File: src/hw/rtl/tcpg_pkg.sv
// Shared types, symbol codes, tick codes and the BCD helper for the time code generator.
`timescale 1ns / 1ps
`default_nettype none

package tcpg_pkg;

    // Field widths
    localparam int unsigned SecW    = 6;
    localparam int unsigned MinW    = 6;
    localparam int unsigned HourW   = 5;
    localparam int unsigned DayW    = 5;
    localparam int unsigned WdayW   = 3;
    localparam int unsigned MonW    = 4;
    localparam int unsigned YearW   = 7;
    localparam int unsigned SymW    = 2;
    localparam int unsigned TickW   = 4;

    // Symbol codes
    localparam logic [SymW-1:0] SYM_NONE  = 2'd0;
    localparam logic [SymW-1:0] SYM_SHORT = 2'd1;
    localparam logic [SymW-1:0] SYM_LONG  = 2'd2;

    // Tick indexes that act on the carrier, and the last index before it wraps
    localparam logic [TickW-1:0] TICK_START = 4'd0;
    localparam logic [TickW-1:0] TICK_SHORT = 4'd1;
    localparam logic [TickW-1:0] TICK_LONG  = 4'd2;
    localparam logic [TickW-1:0] TICK_LAST  = 4'd9;

    // Second that carries no pulse, and reset mark for the last second seen
    localparam logic [SecW-1:0] SEC_MARKER  = 6'd59;
    localparam logic [SecW-1:0] SEC_NONE    = 6'd63;

    // Result of one tick from the carrier keyer
    typedef struct packed {
        logic            carrier_on;
        logic [SymW-1:0] symbol;
    } t_key_result;

    // Binary to BCD for values up to 99; tens by reciprocal multiply (205/2048)
    function automatic logic [7:0] to_bcd(input logic [6:0] v);
        logic [14:0] prod;
        logic [3:0]  tens;
        logic [6:0]  units;
        prod  = 15'(v) * 15'(205);
        tens  = prod[14:11];
        units = v - 7'(tens) * 7'(10);
        return {tens, units[3:0]};
    endfunction

endpackage

`default_nettype wire

File: src/hw/rtl/tcpg_frame.sv
// Minute frame encoder: forms the next minute's frame and picks the current second's symbol.
`timescale 1ns / 1ps
`default_nettype none

module tcpg_frame (
    input  wire logic [tcpg_pkg::SecW-1:0]  i_second,
    input  wire logic [tcpg_pkg::MinW-1:0]  i_minute,
    input  wire logic [tcpg_pkg::HourW-1:0] i_hour,
    input  wire logic [tcpg_pkg::DayW-1:0]  i_day,
    input  wire logic [tcpg_pkg::WdayW-1:0] i_weekday,
    input  wire logic [tcpg_pkg::MonW-1:0]  i_month,
    input  wire logic [tcpg_pkg::YearW-1:0] i_year_of_century,
    input  wire logic                       i_summer_time,
    output logic      [tcpg_pkg::SymW-1:0]  o_symbol
);
    import tcpg_pkg::*;

    logic [6:0]       minute_inc;
    logic             minute_roll;
    logic [6:0]       minute_next;
    logic [5:0]       hour_inc;
    logic [HourW-1:0] hour_next;
    logic [WdayW-1:0] wday_fix;
    logic [6:0]       year_fix;
    logic [7:0]       min_bcd;
    logic [7:0]       hour_bcd;
    logic [7:0]       day_bcd;
    logic [7:0]       wday_bcd;
    logic [7:0]       mon_bcd;
    logic [7:0]       year_bcd;
    logic [63:0]      long_bits;

    // Advance to the next minute, roll the hour, map weekday 0 to 7, fold years of 100 and up
    always_comb begin
        minute_inc  = {1'b0, i_minute} + 7'd1;
        minute_roll = (minute_inc >= 7'd60);
        minute_next = minute_roll ? 7'd0 : minute_inc;
        hour_inc    = {1'b0, i_hour} + 6'd1;
        if (!minute_roll) begin
            hour_next = i_hour;
        end else if (hour_inc >= 6'd24) begin
            hour_next = '0;
        end else begin
            hour_next = hour_inc[HourW-1:0];
        end
        wday_fix = (i_weekday == '0) ? 3'd7 : i_weekday;
        year_fix = (i_year_of_century >= 7'd100) ? (i_year_of_century - 7'd100)
                                                 : i_year_of_century;
    end

    // Code the fields in BCD
    assign min_bcd  = to_bcd(minute_next);
    assign hour_bcd = to_bcd({2'b00, hour_next});
    assign day_bcd  = to_bcd({2'b00, i_day});
    assign wday_bcd = to_bcd({4'b0000, wday_fix});
    assign mon_bcd  = to_bcd({3'b000, i_month});
    assign year_bcd = to_bcd(year_fix);

    // Lay out the long-pulse bits of the frame
    always_comb begin
        long_bits        = '0;
        long_bits[17]    = i_summer_time;
        long_bits[18]    = !i_summer_time;
        long_bits[20]    = 1'b1;
        long_bits[27:21] = min_bcd[6:0];
        long_bits[28]    = ^min_bcd[6:0];
        long_bits[34:29] = hour_bcd[5:0];
        long_bits[35]    = ^hour_bcd[5:0];
        long_bits[41:36] = day_bcd[5:0];
        long_bits[44:42] = wday_bcd[2:0];
        long_bits[49:45] = mon_bcd[4:0];
        long_bits[57:50] = year_bcd;
        long_bits[58]    = ^{day_bcd[5:0], wday_bcd[2:0], mon_bcd[4:0], year_bcd};
    end

    // Pick the symbol of the current second; the marker and out-of-range seconds get none
    always_comb begin
        if (i_second >= SEC_MARKER) begin
            o_symbol = SYM_NONE;
        end else if (long_bits[i_second]) begin
            o_symbol = SYM_LONG;
        end else begin
            o_symbol = SYM_SHORT;
        end
    end

endmodule

`default_nettype wire

File: src/hw/rtl/tcpg_keyer.sv
// Carrier keyer: enable register, last second, tick index and carrier state.
`timescale 1ns / 1ps
`default_nettype none

module tcpg_keyer (
    input  wire logic                       i_clk,
    input  wire logic                       i_rst_n,
    input  wire logic                       i_step,
    input  wire logic                       i_time_valid,
    input  wire logic [tcpg_pkg::SecW-1:0]  i_second,
    input  wire logic [tcpg_pkg::SymW-1:0]  i_symbol,
    input  wire logic                       i_cfg_we,
    input  wire logic                       i_cfg_data,
    output tcpg_pkg::t_key_result           o_result,
    output logic                            o_carrier_state
);
    import tcpg_pkg::*;

    logic             r_enable;
    logic [SecW-1:0]  r_prev_sec;
    logic [TickW-1:0] r_tick;
    logic             r_carrier;
    logic [TickW-1:0] n_tick;
    logic             n_carrier;
    logic [TickW-1:0] tick_cur;
    logic             active;

    assign active   = i_time_valid && r_enable;
    assign tick_cur = (i_second != r_prev_sec) ? TICK_START : r_tick;

    // Key the carrier from the tick index within the second
    always_comb begin
        n_tick    = tick_cur + 4'd1;
        n_carrier = r_carrier;
        unique case (tick_cur)
            TICK_START: n_carrier = (i_symbol == SYM_NONE);
            TICK_SHORT: begin
                if (i_symbol == SYM_SHORT) begin
                    n_carrier = 1'b1;
                end
            end
            TICK_LONG:  n_carrier = 1'b1;
            TICK_LAST:  n_tick = TICK_START;
            default:    n_carrier = r_carrier;
        endcase
    end

    // Hold state on ignored ticks, update on active ones; config writes are to come only when idle, not enforced here
    always_ff @(posedge i_clk) begin
        if (!i_rst_n) begin
            r_enable   <= 1'b0;
            r_prev_sec <= SEC_NONE;
            r_tick     <= TICK_START;
            r_carrier  <= 1'b0;
        end else if (i_cfg_we) begin
            if (r_enable && !i_cfg_data) begin
                r_carrier <= 1'b0;
            end
            if (!r_enable && i_cfg_data) begin
                r_tick <= TICK_START;
            end
            r_enable <= i_cfg_data;
        end else if (i_step && active) begin
            r_prev_sec <= i_second;
            r_tick     <= n_tick;
            r_carrier  <= n_carrier;
        end
    end

    // Report the carrier after this tick and the symbol, or none when ignored
    assign o_result.carrier_on = active ? n_carrier : r_carrier;
    assign o_result.symbol     = active ? i_symbol : SYM_NONE;
    assign o_carrier_state     = r_carrier;

endmodule

`default_nettype wire

File: src/hw/rtl/time_code_pulse_generator_top.sv
// Top level of the time code pulse generator: input register, encoder, keyer, result register.
//
// Usage: each input item is one 100 ms tick carrying the current wall-clock time.
// The input channel (i_valid / o_stall) accepts an item at a rising edge with
// i_valid high and o_stall low. The result channel (o_valid / i_stall) hands over
// one item per tick with the carrier state and the symbol of the current second.
// The configuration channel (i_cfg_valid / o_cfg_ready) writes transmit_enable;
// it is always ready and is meant to be written while no tick is in flight.
// The input register takes the tick at its accepting edge, and the result register
// loads from it when it is empty or its result is taken; o_valid then offers the result.
// Throughput: one tick per cycle while the receiver does not stall, set by the single
// pass through the frame encoder and keyer between the two registers.
// Reset (synchronous, active low) empties both registers, disables transmission,
// turns the carrier off, clears the tick index and marks no second as seen.
// When the receiver stalls with a result waiting, the input register still takes
// one more tick; o_stall rises only when both registers are full.
`timescale 1ns / 1ps
`default_nettype none

module time_code_pulse_generator_top (
    input  wire logic                       i_clk,
    input  wire logic                       i_rst_n,
    input  wire logic                       i_valid,
    output logic                            o_stall,
    input  wire logic                       i_time_valid,
    input  wire logic [tcpg_pkg::SecW-1:0]  i_second,
    input  wire logic [tcpg_pkg::MinW-1:0]  i_minute,
    input  wire logic [tcpg_pkg::HourW-1:0] i_hour,
    input  wire logic [tcpg_pkg::DayW-1:0]  i_day,
    input  wire logic [tcpg_pkg::WdayW-1:0] i_weekday,
    input  wire logic [tcpg_pkg::MonW-1:0]  i_month,
    input  wire logic [tcpg_pkg::YearW-1:0] i_year_of_century,
    input  wire logic                       i_summer_time,
    output logic                            o_valid,
    input  wire logic                       i_stall,
    output logic                            o_carrier_on,
    output logic      [tcpg_pkg::SymW-1:0]  o_symbol,
    input  wire logic                       i_cfg_valid,
    output logic                            o_cfg_ready,
    input  wire logic                       i_cfg_transmit_enable
);
    import tcpg_pkg::*;

    logic             r_s1_valid;
    logic             r_time_valid;
    logic [SecW-1:0]  r_second;
    logic [MinW-1:0]  r_minute;
    logic [HourW-1:0] r_hour;
    logic [DayW-1:0]  r_day;
    logic [WdayW-1:0] r_weekday;
    logic [MonW-1:0]  r_month;
    logic [YearW-1:0] r_year;
    logic             r_summer;
    logic             r_out_valid;
    t_key_result      r_out;
    logic             advance;
    logic             step;
    logic             cfg_we;
    logic [SymW-1:0]  frame_symbol;
    t_key_result      key_result;
    logic             carrier_state;

    // Pipeline control: the result register moves when empty or taken
    assign advance     = !r_out_valid || !i_stall;
    assign step        = r_s1_valid && advance;
    assign o_stall     = r_s1_valid && !advance;
    assign o_cfg_ready = 1'b1;
    assign cfg_we      = i_cfg_valid && o_cfg_ready;

    // Input register
    always_ff @(posedge i_clk) begin
        if (!i_rst_n) begin
            r_s1_valid <= 1'b0;
        end else if (!o_stall) begin
            r_s1_valid <= i_valid;
        end
    end

    always_ff @(posedge i_clk) begin
        if (i_valid && !o_stall) begin
            r_time_valid <= i_time_valid;
            r_second     <= i_second;
            r_minute     <= i_minute;
            r_hour       <= i_hour;
            r_day        <= i_day;
            r_weekday    <= i_weekday;
            r_month      <= i_month;
            r_year       <= i_year_of_century;
            r_summer     <= i_summer_time;
        end
    end

    tcpg_frame u_frame (
        .i_second          (r_second),
        .i_minute          (r_minute),
        .i_hour            (r_hour),
        .i_day             (r_day),
        .i_weekday         (r_weekday),
        .i_month           (r_month),
        .i_year_of_century (r_year),
        .i_summer_time     (r_summer),
        .o_symbol          (frame_symbol)
    );

    tcpg_keyer u_keyer (
        .i_clk           (i_clk),
        .i_rst_n         (i_rst_n),
        .i_step          (step),
        .i_time_valid    (r_time_valid),
        .i_second        (r_second),
        .i_symbol        (frame_symbol),
        .i_cfg_we        (cfg_we),
        .i_cfg_data      (i_cfg_transmit_enable),
        .o_result        (key_result),
        .o_carrier_state (carrier_state)
    );

    // Result register
    always_ff @(posedge i_clk) begin
        if (!i_rst_n) begin
            r_out_valid <= 1'b0;
        end else if (advance) begin
            r_out_valid <= r_s1_valid;
        end
    end

    always_ff @(posedge i_clk) begin
        if (step) begin
            r_out <= key_result;
        end
    end

    assign o_valid      = r_out_valid;
    assign o_carrier_on = r_out.carrier_on;
    assign o_symbol     = r_out.symbol;

    // Checks
    a_symbol_code: assert property (@(posedge i_clk) disable iff (!i_rst_n)
        o_valid |-> (o_symbol == SYM_NONE || o_symbol == SYM_SHORT || o_symbol == SYM_LONG))
        else $error("result symbol outside the code set");

    a_disable_drops_carrier: assert property (@(posedge i_clk) disable iff (!i_rst_n)
        (cfg_we && !i_cfg_transmit_enable) |=> !carrier_state)
        else $error("carrier still on after transmit disable");

    a_stall_needs_full: assert property (@(posedge i_clk) disable iff (!i_rst_n)
        o_stall |-> (r_s1_valid && r_out_valid && i_stall))
        else $error("input stalled while a register is free");

    a_result_from_step: assert property (@(posedge i_clk) disable iff (!i_rst_n)
        (!r_out_valid && !r_s1_valid) |=> !o_valid)
        else $error("result appeared without an item in the input register");

endmodule

`default_nettype wire

File: config.mk
export PLATFORM = sky130hd
export DESIGN_NAME = time_code_pulse_generator_top
export DESIGN_NICKNAME = d
export VERILOG_FILES = /design/src/hw/rtl/tcpg_pkg.sv /design/src/hw/rtl/tcpg_frame.sv /design/src/hw/rtl/tcpg_keyer.sv /design/src/hw/rtl/time_code_pulse_generator_top.sv
export SDC_FILE = /design/constraint.sdc
export NUM_CORES = 1
export LEC_CHECK = 0
export BUFFER_PORTS_ARGS = -buffer_cell sky130_fd_sc_hd__buf_2
export CAP_MARGIN = 25
export CORE_MARGIN = 2
export CORE_UTILIZATION = 40
export DETAILED_ROUTE_END_ITERATION = 12
export PLACE_DENSITY = 0.62
export SLEW_MARGIN = 5
export SYNTH_ARGS = -nofsm -noshare
export SYNTH_HDL_FRONTEND = slang
export SYNTH_SLANG_ARGS = --single-unit
File: constraint.sdc
create_clock -name i_clk -period 9.5 [get_ports i_clk]
set_clock_uncertainty 0.05 [all_clocks]
set_input_delay 0.95 -clock i_clk [delete_from_list [all_inputs] [get_ports i_clk]]
set_output_delay 0.95 -clock i_clk [all_outputs]
set_load 0.1 [all_outputs]
==> results of run 1 <==
[worst max-delay path, delay by kind of cell (launching register included)]
kind            cells  cell delay [ns]
mux                 3             0.48
xor+xnor            1             0.17
fa+ha+maj           6             2.37
flops               1             0.55
compound gates      7             2.00
buf+inv             2             0.10
simple gates       11             2.28
[synth_stat cells, drive strengths merged, types with 3 or more instances]
master	count
a2111oi	5
a211oi	6
a21boi	4
a21o	10
a21oi	37
a221oi	3
a22oi	6
a31oi	10
and2	10
and3	10
and3b	3
buf	9
clkbuf	14
dfxtp	14
edfxtp	41
fa	24
ha	131
inv	86
mux2i	14
nand2	50
nand3	15
nand3b	3
nand4	9
nor2	29
nor2b	9
nor3	12
o211ai	4
o21a	7
o21ai	31
o31ai	5
or2	6
or3	8
xnor2	37
xor2	12
[cell type report]
class | instances | area (um^2) | share of cell area, %
multi-input combinational | 556 | 4820 | 65.6
sequential | 55 | 1510 | 20.6
inverter | 86 | 323 | 4.39
timing repair buffer | 51 | 275 | 3.74
tap | 220 | 275 | 3.74
clock buffer | 6 | 129 | 1.75
clock inverter | 2 | 17.5 | 0.238
[stage by stage]
| step | power (W) | area (um^2) |
|---|---|---|
| 5_1_grt | 0.00144 | 7350 |
| 3_5_place_dp | 0.00112 | 7200 |
| 4_1_cts | 0.00132 | 7350 |
| 3_3_place_gp | 0.00111 | 7180 |
| 2_1_floorplan | 0.000979 | 6750 |
| 6_report | 0.00130 | 7350 |
[kinds of logic after synthesis]
logic type,Yosys count,share of synthesized area [%]
other cells,2,0.111
mux,16,2.41
buf+inv,109,6.29
compound gates,153,16.3
xor+xnor,52,7.38
flops,55,22.4
simple gates,177,13.7
fa+ha+maj,155,31.4
[state kept, by name (all words and copies together), names as in the netlist, 4 cells and up]
| signal | cells |
|---|---|
| r_year | 7 |
| u_keyer.r_prev_sec | 6 |
| r_minute | 6 |
| r_hour | 5 |
| r_day | 5 |
| r_month | 4 |
| r_second | 6 |
| u_keyer.r_tick | 4 |
[layer usage]
| metal | track usage (%) | vias up |
|---|---|---|
| met2 | 24.8 | 69 |
| met5 | 0 | - |
| met4 | 3.72 | 0 |
| li1 | - | 2647 |
| met3 | 1.44 | 10 |
| met1 | 21.8 | 2331 |
[power by group through the flow]
stage / Combinational, W / Clock (W) / Sequential, W
6_report: 0.000825 / 0.000185 / 0.000289
5_1_grt: 0.000945 / 0.000198 / 0.000292
4_1_cts: 0.000833 / 0.000193 / 0.000289
3_5_place_dp: 0.000824 / 0 / 0.000295
3_3_place_gp: 0.000816 / 0 / 0.000295
2_1_floorplan: 0.000690 / 0 / 0.000290
[worst max path at each step]
stage | depth (start not counted) | slack [ns] | endpoint | from
after floorplan | 31 | 2.49 | o_carrier_on | r_minute[1]
after global placement | 30 | 1.47 | o_carrier_on | r_minute[0]
after detailed placement | 30 | 1.33 | o_carrier_on | r_minute[0]
after CTS | 30 | 1.31 | o_carrier_on | r_minute[0]
after global routing | 30 | 0.64 | o_carrier_on | r_minute[0]
final | 30 | 1.32 | o_carrier_on | r_minute[0]
==> impl_metrics.py, run 1 <==
metrics = {
    "status": {
        "outcome": "completed",
    },
    "drt": {
        "routed_wl_um": 12900,
        "dr_wl_met2_um": 5980,
        "wl_per_cell_um": 13.2,
        "ant_nets": 0,
        "highest_layer": "met4",
        "first_pass_iters": 5,
        "dr_wl_met3_um": 296,
        "via_per_inst": 5.18,
        "initialDrtViolationCount": 202,
        "drt-met1-wl_um": 6470,
        "drc": 0,
        "num_vias": 5057,
    },
    "synthesis": {
        "synthTopCellsByArea": "ha_1, edfxtp_1, fa_1",
        "syn_area_per_cell_um2": 9.38,
        "async_flop_share_pct": 0,
        "ys_ff_latch": 55,
        "synthDominantCellAreaShare_pct": 24.3,
        "synth_cells": 719,
        "synth.yosys.seq_area_share_pct": 22.4,
        "synth-edff-count": 41,
        "syn_area_um2": 6740,
        "synth_area_leader_cell": "ha_1",
        "dominantRegCellSynth": "edfxtp_1",
        "yosys_warnings": 0,
        "synth_cell_types": 79,
    },
    "cells_and_area": {
        "drive_gt1_share_pct": 11.2,
        "mostFrequentLayoutCells": "ha_1, inv_1, nand2_1, buf_2, edfxtp_1",
        "final_nets": 954,
        "area_growth_pct": 9.00,
        "final_cells": 976,
        "num-fill-cells": 1594,
        "post-route-util_pct": 44.5,
        "final_common_cell": "ha_1",
        "antennaDiodeCount": 0,
    },
    "hold_path": {
        "hold_path.class": "reg2reg",
        "min_to": "u_keyer.r_prev_sec[4]",
        "holdPathStages": 2,
        "worstHoldStart": "u_keyer.r_prev_sec[4]",
    },
    "critical_path": {
        "slowest_stage": "or4_1",
        "crit_path_end_kind": "flip-flop",
        "slowest_delay_ns": 0.57,
        "r2r_cells": 30,
        "required_ns": 9.57,
        "arrival_ns": 8.25,
        "r2r_end": "o_carrier_on",
        "start_kind": "flip-flop",
        "crit_path_max_fanout": 12,
        "r2r_slack_ns": 1.32,
        "reg2reg_from": "r_minute[0]",
        "critPathKind": "reg2reg",
        "cp_common_cell": "ha_1",
    },
    "die": {
        "pin_count": 50,
        "fp.dieH_um": 134,
        "dieArea_um2": 17900,
        "initial_core_util_pct": 40.8,
        "core_area_um2": 16500,
        "rows": 47,
        "die_x_um": 134,
    },
    "place": {
        "dpl.hpwl_um": 10500,
        "place.gp.congestion": 0.846,
        "port_buffers": 48,
        "post-place-ws_ns": 1.33,
        "dp.cells": 968,
    },
    "power": {
        "p_int_w": 0.000773,
        "power.switching_w": 0.000527,
        "pwr-share-comb_pct": 63.5,
        "p_sw_share_pct": 40.6,
        "pwr-share-seq_pct": 22.3,
        "clock_power_share_pct": 14.3,
        "power_leakage_nw": 3.47,
        "ir_drop_v": 0.000115,
        "p_per_area_nw_per_um2": 177,
    },
    "timing": {
        "relSlewSlack_pct": 51.9,
        "finalSetupViolations": 0,
        "period_share_pct": 86.1,
        "finalWorstSetupSlack_ns": 1.32,
        "timing.fmax_ghz": 0.122,
        "setup_tns_ns": 0,
        "report.final.slew_viol_count": 0,
        "min_period_ns": 8.18,
        "hold_viol_final": 0,
        "worst_pin_slew_ns": 0.722,
        "rsz0062_at_grt": "no",
        "hold_ws_ns": 0.449,
    },
    "global_routing": {
        "globalRouteTotalUtil_pct": 15.2,
        "grt_pass1_wl_um": 22800,
        "grt_start_max_net_pins": 30,
        "grt_pass1_vias": 4857,
        "antenna_found_initial": 0,
        "grt_overflow_total": 0,
    },
    "cts": {
        "cts_buffers": 5,
        "clock_sinks": 55,
        "ctsResizeCount": 0,
        "clock_latency_ns": 0.30,
        "post-cts-setup-buffer-count": 0,
        "clock_path_buffers": 2,
        "cts_tree": "yes",
        "cts_hold_buf": 0,
        "cts.clk_slew.worst_paths_ns": 0.07,
        "htree_levels": 2,
        "cts_root_buf": "clkbuf_16",
    },
    "job": {
        "maxCapViolations": 0,
    },
}
(Power assumes the default switching activity.)
==> run 2, diff against run 1 <==
Clock period 9.5 ns to 8 ns, I/O delays scaled along.
==> run 2 against run 1 <==
  * Worst hold slack lost 0.0043 ns
  * Final area grew 1.5%
  * Largest cell class unchanged
  * Largest power group unchanged
  * Non-clock buffer count grew 8
  * Core utilization grew 0.66 points
  * Via count grew 1.9%
  * Worst setup slack lost 0.83 ns
  * Clock-buffer cell count shrank 1
  * First-iteration DRC count grew 11%
==> impl_metrics.py, run 2 (synthesis results as in run 1) <==
metrics = {
    "status": {
        "outcome": "completed",
    },
    "die": {
        "core_area_um2": 16500,
        "initial_core_util_pct": 40.8,
        "rows": 47,
        "pin_count": 50,
        "fp.dieH_um": 134,
        "dieArea_um2": 17900,
        "die_x_um": 134,
    },
    "cells_and_area": {
        "regMostFlops": "r_year",
        "largest_reg_flops": 7,
        "drive_gt1_share_pct": 13.1,
        "final_area_um2": 7460,
        "area_growth_pct": 10.6,
        "num-fill-cells": 1561,
        "antennaDiodeCount": 0,
        "final_nets": 962,
        "mostFrequentLayoutCells": "ha_1, inv_1, nand2_1, buf_2, edfxtp_1",
        "final_common_cell": "ha_1",
    },
    "critical_path": {
        "arrival_ns": 7.58,
        "crit_path_max_fanout": 8,
        "worstSetupEndpoint": "o_carrier_on",
        "slowest_delay_ns": 0.63,
        "crit_chain": "and4_1 -> mux2i_1 -> a22o_2 -> and2_1 -> ha_1 -> ha_1 -> fa_1 -> inv_1 -> fa_1 -> inv_1 -> ha_1 -> nand4_1 -> nand4bb_1 -> or4b_2 -> o21ai_1 -> nor3_1 -> inv_1 -> fa_1 -> and3_1 -> a2111oi_0 -> a2111oi_0 -> a22oi_1 -> a21oi_1 -> o41ai_2",
        "startpoint": "r_minute[1]",
        "r2r_slack_ns": 0.49,
        "slowest_stage": "or4b_2",
        "critPathKind": "reg2reg",
        "required_ns": 8.06,
        "r2r_cells": 24,
        "start_kind": "flip-flop",
        "reg2reg_from": "r_minute[1]",
        "r2r_end": "o_carrier_on",
        "crit_path_end_kind": "flip-flop",
    },
    "global_routing": {
        "gr-usage-met1_pct": 21.4,
        "globalRouteTotalUtil_pct": 15.5,
        "grt_busiest_layer": "met2",
        "grt_overflow_total": 0,
        "grt_start_max_net_pins": 30,
        "grt_pass1_vias": 5003,
        "gr-usage-met3_pct": 1.17,
        "antenna_found_initial": 0,
        "grt_pass1_wl_um": 23200,
        "grtUsageMet2_pct": 26.3,
    },
    "place": {
        "place.gp.congestion": 0.845,
        "post-place-ws_ns": 0.289,
        "placed_area_um2": 7260,
        "port_buffers": 48,
        "dpl.hpwl_um": 10900,
    },
    "cts": {
        "cts_tree": "yes",
        "clock_sinks": 55,
        "clock_path_buffers": 2,
        "cts_root_buf": "clkbuf_16",
        "htree_levels": 2,
        "cts.clk_slew.worst_paths_ns": 0.07,
        "cts_hold_buf": 0,
        "clock_latency_ns": 0.30,
        "cts_buffers": 5,
    },
    "timing": {
        "period_share_pct": 93.9,
        "timing.fmax_ghz": 0.133,
        "finalWorstSetupSlack_ns": 0.488,
        "worst_pin_slew_ns": 0.708,
        "finalSetupViolations": 0,
        "relSlewSlack_pct": 52.8,
        "hold_viol_final": 0,
        "min_period_ns": 7.51,
        "report.final.slew_viol_count": 0,
    },
    "drt": {
        "via_per_inst": 5.24,
        "num_vias": 5153,
        "routed_wl_um": 13400,
        "initialDrtViolationCount": 224,
        "wl_per_cell_um": 13.6,
        "first_pass_iters": 5,
        "drc": 0,
        "ant_nets": 0,
    },
    "power": {
        "ir_drop_v": 0.000127,
        "p_per_area_nw_per_um2": 210,
        "power_leakage_nw": 3.52,
    },
    "job": {
        "maxCapViolations": 0,
    },
    "hold_path": {
        "hold_path.class": "reg2reg",
    },
}
-- run 2: changes by cell type in the layout (fill, tap and decap cells not counted), moves of 2 or more --
cell / before / now
buf_4: 2 / 10
o21ai_0: 28 / 25
clkinv_4: 2 / 0
inv_6: 0 / 2
o21ai_1: 3 / 5
-- run 2: final cells by class --
class	instances	area, um^2	area share, %
Inverter	86	323	4.33
Multi-Input combinational cell	556	4870	65.2
Clock buffer	5	125	1.68
Tap cell	220	275	3.69
Clock inverter	3	22.5	0.302
Sequential cell	55	1510	20.3
Timing Repair Buffer	59	335	4.50
-- run 2: worst min path at each step --
stage | startpoint | to | cells past startpoint
global route | u_keyer.r_prev_sec[1] | u_keyer.r_prev_sec[1] | 2
global placement | u_keyer.r_prev_sec[0] | u_keyer.r_prev_sec[0] | 2
finish | u_keyer.r_prev_sec[1] | u_keyer.r_prev_sec[1] | 2
floorplan | u_keyer.r_prev_sec[0] | u_keyer.r_prev_sec[0] | 2
CTS | u_keyer.r_prev_sec[0] | u_keyer.r_prev_sec[0] | 2
detailed placement | u_keyer.r_prev_sec[1] | u_keyer.r_prev_sec[1] | 2
-- run 2: per-layer routing --
metal	part of all wire [%]	up-vias
li1	-	2666
met1	49	2396
met2	47	76
met3	2.7	15
met4	1.4	0
met5	0	-
-- run 2: where the power goes --
| group | switching (W) | leakage [nW] | internal (W) |
|---|---|---|---|
| Combinational | 0.000517 | 2.93 | 0.000486 |
| Sequential | 0.0000185 | 0.515 | 0.000321 |
| Clock | 0.000107 | 0.0746 | 0.000118 |
| Total | 0.000642 | 3.52 | 0.000925 |
-- run 2: stage by stage --
stage | hold WS [ns] | utilization, % | setup TNS [ns] | total power, W | std cells
after detailed placement | 0.432 | 43.9 | 0 | 0.00134 | 975
after global routing | 0.467 | 45.1 | -0.0272 | 0.00172 | 984
final | 0.445 | 45.1 | 0 | 0.00157 | 984
after CTS | 0.451 | 44.8 | 0 | 0.00158 | 983
after floorplan | 0.412 | - | 0 | 0.00116 | 720
after global placement | 0.424 | 43.8 | 0 | 0.00133 | 974
-- run 2: critical path: cells and delay by family, from the launching register on --
kind / cells / cell delay (ns)
adder cells (fa/ha/maj): 6 / 2.26
AO/OA/AOI/OAI: 7 / 1.96
AND/OR/NAND/NOR: 7 / 1.87
multiplexers: 1 / 0.51
flip-flops: 1 / 0.48
buffers and inverters: 3 / 0.19
-- run 2: timing repair --
| action | CTS | global route |
|---|---|---|
| gates resized for setup | 0 | 11 |
| endpoints found under the hold margin | 0 | 0 |
| buffers inserted | 0 | 1 |
| endpoints found under the setup margin | 0 | 4 |
==> run 3, diff against run 2 <==
Settings changed: ABC_AREA set to 1, SKIP_LAST_GASP set to 1, TNS_END_PERCENT set to 10.
==> run 3 against run 2 <==
  * Clock power about the same
  * Sequential share of layout area up 0.76 points
  * Non-clock buffer count down 10
  * Worst hold slack worse by 0.018 ns
  * Global-route usage up 0.15 points
  * Worst setup slack better by 0.59 ns
  * Routed wire length down 4.1%
  * Final area down 3.6%
  * Largest cell class unchanged
  * Synthesized area down 2.9%
  * Critical path depth up 15
  * Via count up 1.3%
==> impl_metrics.py, run 3 <==
metrics = {
    "drt": {
        "wl_per_cell_um": 11.9,
        "highest_layer": "met4",
        "dr_wl_met3_um": 246,
        "ant_nets": 0,
        "num_vias": 5222,
        "first_pass_iters": 4,
        "drt-met1-wl_um": 6340,
        "drc": 0,
        "initialDrtViolationCount": 210,
        "via_per_inst": 4.85,
        "dr_wl_met2_um": 6030,
        "routed_wl_um": 12800,
    },
    "timing": {
        "timing.fmax_ghz": 0.144,
        "hold_ws_ns": 0.427,
        "finalSetupViolations": 0,
        "report.final.slew_viol_count": 0,
        "relSlewSlack_pct": 60.9,
        "min_period_ns": 6.92,
        "rsz0062_at_grt": "no",
        "period_share_pct": 86.5,
        "setup_tns_ns": 0,
        "hold_viol_final": 0,
        "worst_pin_slew_ns": 0.584,
    },
    "critical_path": {
        "start_kind": "flip-flop",
        "cp_common_cell": "nand2_1",
        "crit_path_end_kind": "flip-flop",
        "r2r_slack_ns": 1.08,
        "slowest_stage": "fa_1",
        "r2r_end": "o_carrier_on",
        "reg2reg_from": "r_year[0]",
        "r2r_cells": 39,
        "critPathKind": "reg2reg",
        "crit_path_max_fanout": 8,
        "required_ns": 8.02,
        "arrival_ns": 6.94,
        "slowest_delay_ns": 0.57,
    },
    "synthesis": {
        "ys_ff_latch": 55,
        "synthTopCellsByArea": "ha_1, edfxtp_1, nand2_1",
        "synth_cell_types": 48,
        "synth.most_common_cell": "nand2_1",
        "synth-edff-count": 41,
        "yosys_warnings": 0,
        "synthDominantCellAreaShare_pct": 25.0,
        "dominantRegCellSynth": "edfxtp_1",
        "yosys-top-cells-count": "nand2_1, inv_1, ha_1",
        "synth.yosys.seq_area_share_pct": 23.1,
        "syn_area_per_cell_um2": 8.09,
        "async_flop_share_pct": 0,
        "syn_area_um2": 6550,
        "synth_area_leader_cell": "ha_1",
        "synth_cells": 810,
    },
    "cts": {
        "cts_hold_buf": 0,
        "cts_tree": "yes",
        "cts.clk_slew.worst_paths_ns": 0.08,
        "clock_sinks": 55,
        "clock_path_buffers": 2,
        "htree_levels": 2,
        "cts_root_buf": "clkbuf_16",
        "cts_buffers": 5,
        "clock_latency_ns": 0.30,
        "ctsResizeCount": 0,
        "post-cts-setup-buffer-count": 0,
    },
    "power": {
        "ir_drop_v": 0.000107,
        "power_leakage_nw": 3.85,
        "p_per_area_nw_per_um2": 237,
        "p_total_w": 0.00170,
    },
    "hold_path": {
        "min_to": "u_keyer.r_tick[3]",
        "holdPathStages": 2,
        "hold_path.class": "reg2reg",
        "worstHoldStart": "u_keyer.r_tick[3]",
    },
    "global_routing": {
        "globalRouteTotalUtil_pct": 15.6,
        "antenna_found_initial": 0,
        "grt_pass1_wl_um": 22900,
        "grt_pass1_vias": 5097,
        "grt_overflow_total": 0,
        "grt_start_max_net_pins": 38,
    },
    "cells_and_area": {
        "num-fill-cells": 1616,
        "antennaDiodeCount": 0,
        "final_nets": 1059,
        "largest_reg_flops": 7,
        "drive_gt1_share_pct": 11.3,
        "area_growth_pct": 9.76,
        "final_common_cell": "nand2_1",
        "post-route-util_pct": 45.1,
        "regMostFlops": "r_year",
        "mostFrequentLayoutCells": "nand2_1, inv_1, ha_1, nand3_1, buf_2",
    },
    "die": {
        "core_area_um2": 15900,
        "die_x_um": 132,
        "initial_core_util_pct": 41.1,
        "fp.dieH_um": 132,
        "rows": 46,
        "dieArea_um2": 17400,
        "pin_count": 50,
    },
    "place": {
        "place.gp.congestion": 0.824,
        "dpl.hpwl_um": 10900,
        "port_buffers": 48,
    },
    "status": {
        "outcome": "completed",
    },
    "job": {
        "maxCapViolations": 0,
    },
}
## run 3: area by class of cell
type                            instances  area, um^2  share of cell area, %
Clock buffer                            5         125                   1.74
Clock inverter                          3        26.3                  0.365
Timing Repair Buffer                   49         248                   3.45
Multi-Input combinational cell        597        4440                   61.7
Sequential cell                        55        1510                   21.0
Inverter                              152         571                   7.93
Tap cell                              216         270                   3.76
## run 3: worst max-delay path: cells and delay by family (launching register included)
family,cells,cell delay (ns)
adder cells (fa/ha/maj),6,2.21
AND/OR/NAND/NOR,20,1.73
AO/OA/AOI/OAI,6,1.20
XOR/XNOR,4,0.74
flip-flops,1,0.43
buffers and inverters,3,0.35
## run 3: how the worst max path moves through the flow
| stage | start | endpoint | slack, ns | depth (start not counted) |
|---|---|---|---|---|
| 2_1_floorplan | r_year[0] | o_carrier_on | 1.70 | 43 |
| 3_3_place_gp | r_year[0] | o_carrier_on | 1.26 | 39 |
| 3_5_place_dp | r_year[0] | o_carrier_on | 1.09 | 39 |
| 4_1_cts | r_year[0] | o_carrier_on | 1.08 | 39 |
| 5_1_grt | r_year[0] | o_carrier_on | 0.41 | 44 |
| 6_report | r_year[0] | o_carrier_on | 1.08 | 39 |
## run 3: kinds of logic after synthesis
| kind of cell | share of synthesized area (%) |
|---|---|
| compound gates | 9.70 |
| xor+xnor | 5.35 |
| fa+ha+maj | 32.4 |
| buf+inv | 9.22 |
| flops | 23.1 |
| other cells | 0.115 |
| simple gates | 20.2 |
## run 3: metrics by stage
step	instance area, um^2	worst slack (ns)	std cells
after floorplan	6560	1.70	811
after global placement	7040	1.26	1069
after detailed placement	7040	1.09	1069
after CTS	7190	1.08	1077
after global routing	7190	0.408	1077
final	7190	1.08	1077
## run 3: per-layer routing
metal	GRT usage, %	up-vias
met4	4.89	0
met1	21.3	2373
met3	1.58	11
met5	0	-
li1	-	2778
met2	26.2	60
## run 3: report_power, final
part	switching, W	leakage (nW)	internal [W]
combinational	0.000692	3.26	0.000448
clock	0.000106	0.0762	0.000119
sequential	0.0000148	0.515	0.000322
total	0.000812	3.85	0.000890
